<file path="config.mk">
export PLATFORM = sky130hd
export DESIGN_NAME = hsat_controller
export DESIGN_NICKNAME = d
export VERILOG_FILES = /design/src/hdl/hsat_pkg.sv /design/src/hdl/hsat_controller.sv
export SDC_FILE = /design/constraint.sdc
export NUM_CORES = 1
export LEC_CHECK = 0
export BUFFER_PORTS_ARGS = -buffer_cell sky130_fd_sc_hd__buf_4
export CAP_MARGIN = 15
export CORE_AREA = 3 3 40 42
export CTS_CLUSTER_DIAMETER = 200
export DETAILED_ROUTE_END_ITERATION = 8
export DIE_AREA = 0 0 43 45
export MAX_ROUTING_LAYER = met4
export PLACE_DENSITY_LB_ADDON = 0.05
export SYNTH_ARGS = -nofsm -noshare
export SYNTH_HDL_FRONTEND = slang
export SYNTH_SLANG_ARGS = --single-unit
</file>
<file path="constraint.sdc">
create_clock -name clock -period 1.69 [get_ports clock]
set_input_delay 0.338 -clock clock [delete_from_list [all_inputs] [get_ports clock]]
set_output_delay 0.338 -clock clock [all_outputs]
set_load 0.005 [all_outputs]
</file>
<file path="src/hdl/hsat_pkg.sv">
// Shared types, constants and helpers for the Hall sensor angle and speed tracker.
`default_nettype none
package hsat_pkg;

   localparam int SectorStep      = 10923;
   localparam int TickCountWidth  = 24;
   localparam int DivNumWidth     = 32;

   localparam logic [1:0] CMD_TICK  = 2'd0;
   localparam logic [1:0] CMD_CALIB = 2'd1;
   localparam logic [1:0] CMD_REINIT = 2'd2;

   localparam logic [2:0] REG_SPEED_GAIN  = 3'd0;
   localparam logic [2:0] REG_EDGE_GAIN   = 3'd1;
   localparam logic [2:0] REG_OFFSET_GAIN = 3'd2;
   localparam logic [2:0] REG_STOP_TICKS  = 3'd3;
   localparam logic [2:0] REG_CALIB_GOAL  = 3'd4;

   // Forward successor in the 1-5-4-6-2-3 chain.
   function automatic logic [2:0] succ_of(input logic [2:0] s);
      logic [2:0] r;
      case (s)
         3'd1: r = 3'd5;
         3'd2: r = 3'd3;
         3'd3: r = 3'd1;
         3'd4: r = 3'd6;
         3'd5: r = 3'd4;
         3'd6: r = 3'd2;
         default: r = 3'd0;
      endcase
      return r;
   endfunction

   // Command from controller to datapath.
   typedef struct packed {
      logic load;       // capture item, do load-time state changes
      logic edge_mul;   // form interp product
      logic edge_corr;  // form correction product
      logic edge_base;  // update base angle
      logic div_start;  // launch divider
      logic speed_mul;  // speed filter product
      logic speed_upd;  // speed filter update
      logic stop_chk;   // stop timeout
      logic adv_mul;    // advance product
      logic adv_upd;    // tracked angle update
      logic cal_mul;    // offset product
      logic cal_upd;    // offset update
   } hsat_cmd_type;

   typedef struct packed {
      logic is_tick;
      logic is_calib;
      logic do_edge;    // legal edge with known direction
      logic resync;     // illegal jump taken
      logic div_needed; // period nonzero
      logic div_busy;
      logic cal_live;   // calibration not done
   } hsat_status_type;

endpackage
`default_nettype wire

</file>
<file path="src/hdl/hsat_controller.sv">
// Sequencer that steps the datapath through one item.
`default_nettype none
module hsat_controller
   import hsat_pkg::*;
(
   input  wire logic          clock,
   input  wire logic          reset,
   input  wire logic          req_valid,
   output logic               req_ready,
   output logic               rsp_valid,
   input  wire logic          rsp_ready,
   input  wire hsat_status_type status,
   output hsat_cmd_type       cmd
);
   typedef enum logic [3:0] {
      S_IDLE, S_DECODE, S_EMUL, S_ECORR, S_EBASE, S_DIVGO, S_DIVWAIT,
      S_SMUL, S_SUPD, S_STOP, S_AMUL, S_AUPD, S_CMUL, S_CUPD, S_DONE
   } state_type;

   state_type state_ff, state_in;
   logic      rsp_ff, rsp_in;
   logic      fire;

   // Result waits in rsp; a new item may enter only once rsp is clear or being taken
   assign fire = req_valid && req_ready;
   assign req_ready = (state_ff == S_IDLE) && (!rsp_ff || rsp_ready);

   always_comb begin
      state_in = state_ff;
      rsp_in = rsp_ff;
      cmd = '0;
      if (rsp_ff && rsp_ready) rsp_in = 1'b0;
      unique case (state_ff)
         S_IDLE: if (fire) begin cmd.load = 1'b1; state_in = S_DECODE; end
         S_DECODE: begin
            if (status.is_tick) begin
               if (status.resync) state_in = S_DONE;
               else if (status.do_edge) state_in = S_EMUL;
               else state_in = S_STOP;
            end else if (status.is_calib && status.cal_live) state_in = S_CMUL;
            else state_in = S_DONE;
         end
         S_EMUL:  begin cmd.edge_mul = 1'b1;  state_in = S_ECORR; end
         S_ECORR: begin cmd.edge_corr = 1'b1; state_in = S_EBASE; end
         S_EBASE: begin
            cmd.edge_base = 1'b1;
            state_in = status.div_needed ? S_DIVGO : S_STOP;
         end
         S_DIVGO: begin cmd.div_start = 1'b1; state_in = S_DIVWAIT; end
         S_DIVWAIT: if (!status.div_busy) state_in = S_SMUL;
         S_SMUL: begin cmd.speed_mul = 1'b1; state_in = S_SUPD; end
         S_SUPD: begin cmd.speed_upd = 1'b1; state_in = S_STOP; end
         S_STOP: begin cmd.stop_chk = 1'b1;  state_in = S_AMUL; end
         S_AMUL: begin cmd.adv_mul = 1'b1;   state_in = S_AUPD; end
         S_AUPD: begin cmd.adv_upd = 1'b1;   state_in = S_DONE; end
         S_CMUL: begin cmd.cal_mul = 1'b1;   state_in = S_CUPD; end
         S_CUPD: begin cmd.cal_upd = 1'b1;   state_in = S_DONE; end
         S_DONE: if (!rsp_in) begin rsp_in = 1'b1; state_in = S_IDLE; end
         default: state_in = S_IDLE;
      endcase
   end

   always_ff @(posedge clock) begin
      if (reset) begin
         state_ff <= S_IDLE;
         rsp_ff <= 1'b0;
      end else begin
         state_ff <= state_in;
         rsp_ff <= rsp_in;
      end
   end

   assign rsp_valid = rsp_ff;
endmodule
`default_nettype wire

</file>
# After elaboration in Yosys (flattened, before gate mapping)
# Index checks and enable logic that the tools add are counted.
dict set report totals {
  register_bits 5
  wordCells 52
}
dict set report classes {
  n_eq_ne 17
  muxes 24
  reduce_logical 9
}
# operator n
set op_table {}
lappend op_table {{one-hot mux 4 bit (14 select lines)} 1}
lappend op_table {{equality test 4 bit (second input constant)} 7}
lappend op_table {{2-to-1 mux 4 bit} 7}
lappend op_table {{equality test 4 x 3 -> 1 bit (second input constant)} 4}
lappend op_table {{2-to-1 mux 1 bit} 15}
lappend op_table {{equality test 4 x 2 -> 1 bit (second input constant)} 2}
lappend op_table {{!= test 2 bit (second input constant)} 3}
lappend op_table {{equality test 4 x 1 -> 1 bit (second input constant)} 1}
lappend op_table {{logical AND 1 bit} 4}
lappend op_table {{zero test 4 bit} 1}
lappend op_table {{AND reduction 3 bit} 1}
lappend op_table {{2-to-1 mux 2 bit} 1}
lappend op_table {{OR reduction 2 bit} 1}
lappend op_table {{zero test 1 bit} 1}
lappend op_table {{logical OR 1 bit} 1}

# Logic depth before layout (Yosys ltp)
dict set report logic_depth {
  ltp_word 6
  mapped_depth 5
  mapped_depth_nobuf 3
}

# Least setup slack after synthesis
# Ideal clock, no wire load.
dict set report synth_timing {
  kind {reg-to-output}
  start {reg state_ff[2]}
  end {out req_ready}
  t_arrival_ns 1.133
  setup_slack_ns 0.219
  path_stages_with_launch 4
  path_cell_list {dfxtp_1 buf_6 or4_4 and2b_1}
}
dict set report synth_via {
  elab_chain_cells 2
}
# item line
set synth_lines {}
lappend synth_lines {{start, declared} hsat_controller.sv:20} ;# state_type state_ff, state_in;
lappend synth_lines {{start signal, assigned} hsat_controller.sv:68} ;# state_ff <= state_in;
lappend synth_lines {{zero test 4 bit} hsat_controller.sv:26} ;# assign req_ready = (state_ff == S_IDLE) && (!rsp_ff || rsp_ready);
lappend synth_lines {{logical AND 1 bit} hsat_controller.sv:26}
lappend synth_lines {{end, declared} hsat_controller.sv:9} ;# output logic req_ready,
# Every way passes these cells.

# Final worst setup path
dict set report layout_timing {
  start {reg state_ff[3]}
  end {out req_ready}
}
# Same word-level chain as after synthesis.

==> out/metrics.yaml <==
status: "finished with violations"
failed_checks: "negative setup slack"
synth_area_leaders: "dfxtp_1 (21%), nor2_1 (9.4%), nand2b_1 (7.8%)"
syn_area_sq_um: 480.5
cts_tree: "done"
hp-class: "input pin to flip-flop"
use_met2_pct: 23.95
skew_ps: 0.9626
fin_ws_ps: -27.58
crit_path_max_fanout: 3
ant_nets: 0
synth_cells: 66
seq_area_frac_synth_pct: 20.83
use_met3_pct: 1.195
p_per_area_nw_per_um2: 914.5
post-place-ws_ps: 178.7
grt_max_degree: 18
grt_pass1_wl_mm: 2.076
drv_cap: 0
leakagePower_nw: 0.3376
min_period_ps: 1718
ys_ff_latch: 5
maxSlewHeadroom_pct: 71.36
syn2layout_area_growth_pct: 48.18
rsz0062_at_grt: "yes"
total_power_mw: 0.6510
dpl.hpwl_microns: 976.6
tightestPinTransition_ps: 418.7
dr.first_iter.drc_count: 8
die-area_sq_um: 1935
critPathCaptureType: "output port"
cts_htree_levels: 1
top_usage_layer: "met2"
async_flop_share_pct: 0
drive_above_1_share_pct: 38.71
numPortBuffers: 24
drt-total-wl_mm: 1.322
cp-start-kind: "flip-flop"
synth_edf_count: 0
cts_buffers: 3
synth_ff_type: "dfxtp_1"
drtPass1Iterations: 4
avgRoutedWirePerCell_microns: 12.24
worstPathCellList: "or4_4 > and2b_1 > buf_4"
hold_viol_final: 0
syn_nets: 77
grt_antenna_before_repair: 0
synth_top_area_share_pct: 20.83
yosysWarnings: 0
worst_ep_arrival_time_ps: 1380
final_max_slew_viol_count: 0
cts.clk_slew.worst_paths_ps: 50
num_vias: 570
initial_core_util_pct: 37.39
whs_ps: 320.1
finalCritPeriodShare_pct: 101.6
drc: 0
gr-total-overflow: 0
cts_hold_buf: 0
timing.fmax_mhz: 582.2
placed_cell_area_sq_um: 673.1
worst-endpoint-required_ps: 1350
grt_pass1_vias: 486
setup_viol: 1
yosysTopAreaCell: "dfxtp_1"
cts-root-buf: "clkbuf_4"
track_usage_pct: 14.42
postSynthAreaPerCell_sq_um: 7.280
ios: 25
final_net_count: 105
met1_usage_pct: 18.36
clkLatencyLatePin_ps: 240
clock-sinks: 5
peakVddDrop_v: 0.0005413
synth_cell_types: 29
clockBufferDepth: 2
num_rows: 13
worst-path-buf-inv: 1
n_antenna_cell: 0
final_area_sq_um: 711.9
fp.dieH_microns: 45
slowest_stage: "or4_4"
routabilityCongestion: 0.7962
core-area_sq_um: 1285
critPathKind: "flip-flop to output port"
chipWidth_microns: 43
path_delay_family: "simple AND/OR/NAND/NOR gates"
cpPeakStageDelay_ps: 540
viasPerCell: 5.278
==> power breakdown <==
group	internal, mW	total, mW	switching (mW)	leakage (nW)
Sequential	0.139	0.149	0.0101	0.0411
Combinational	0.181	0.364	0.183	0.282
Clock	0.0893	0.138	0.0492	0.0150
Total	0.408	0.651	0.243	0.338
==> state kept, by name, indices dropped and copies added (netlist names) <==
| signal | cells |
|---|---|
| state_ff | 4 |
| rsp_valid | 1 |
==> cell usage in the layout, fill, tap and decap left out, types with 2 or more instances in the layout <==
| cell type | Yosys | layout |
|---|---|---|
| a21oi_1 | 2 | 2 |
| buf_4 | 0 | 29 |
| clkbuf_4 | 0 | 3 |
| dfxtp_1 | 5 | 5 |
| inv_1 | 3 | 3 |
| nand2_1 | 3 | 3 |
| nand2b_1 | 6 | 6 |
| nor2_1 | 12 | 12 |
| nor3_1 | 5 | 4 |
| o2111ai_1 | 3 | 3 |
| o41ai_1 | 3 | 3 |
==> worst paths after layout <==
| check | startpoint | endpoint | slack [ps] | cells after the start |
|---|---|---|---|---|
| worst max-delay path | state_ff[3] | req_ready | -30 | 3 |
| worst min-delay path | reset | rsp_valid | 320 | 2 |
| worst max register to register | state_ff[3] | state_ff[0] | 310 | 4 |
| worst min register to register | state_ff[0] | state_ff[2] | 710 | 3 |
==> cell families after synthesis <==
group                  synth area share, %
AO/OA/AOI/OAI                        27.09
AND/OR/NAND/NOR                      40.37
flip-flops                           20.83
buffers and inverters                9.895
XOR/XNOR                             1.823
==> Yosys cell counts, types with 2 or more instances <==
library cell  number
nor3_1             5
nor2_1            12
dfxtp_1            5
o2111ai_1          3
inv_1              3
a21oi_1            2
o41ai_1            3
nand2_1            3
nand2b_1           6
buf_2              5
==> through the flow <==
stage	TNS [ps]	instances	utilization, %
final	-27.58	108	55.40
after detailed placement	0	103	52.39
after global routing	-93.00	108	55.40
after CTS	-38.81	108	55.01
after global placement	0	103	52.39
after floorplan	0	66	-
==> worst register-to-register path: stages, from the launching register on <==
cell	delay, ps
dfxtp_1	300
or4_4	540
buf_4	150
a21oi_2	90
and4b_1	190
==> final cells by class <==
class,instances,area [sq um]
clock buffer,4,26.28
fill,135,573.1
inverter,3,11.26
multi-input combinational,52,337.8
sequential,5,100.1
tap,15,18.77
timing repair buffer,29,217.7
==> routing by layer <==
metal	up-vias	part of all wire [%]
li1	295	-
met5	-	0
met1	261	44
met3	0	6.9
met4	0	0
met2	14	49
==> what timing repair did <==
| action | in CTS | in global routing |
|---|---|---|
| buffers inserted | 1 | 0 |
| endpoints found under the setup margin | 1 | 3 |
| pin swaps | 1 | 1 |
| gates resized for setup | 0 | 1 |
(Power assumes the default switching activity.)
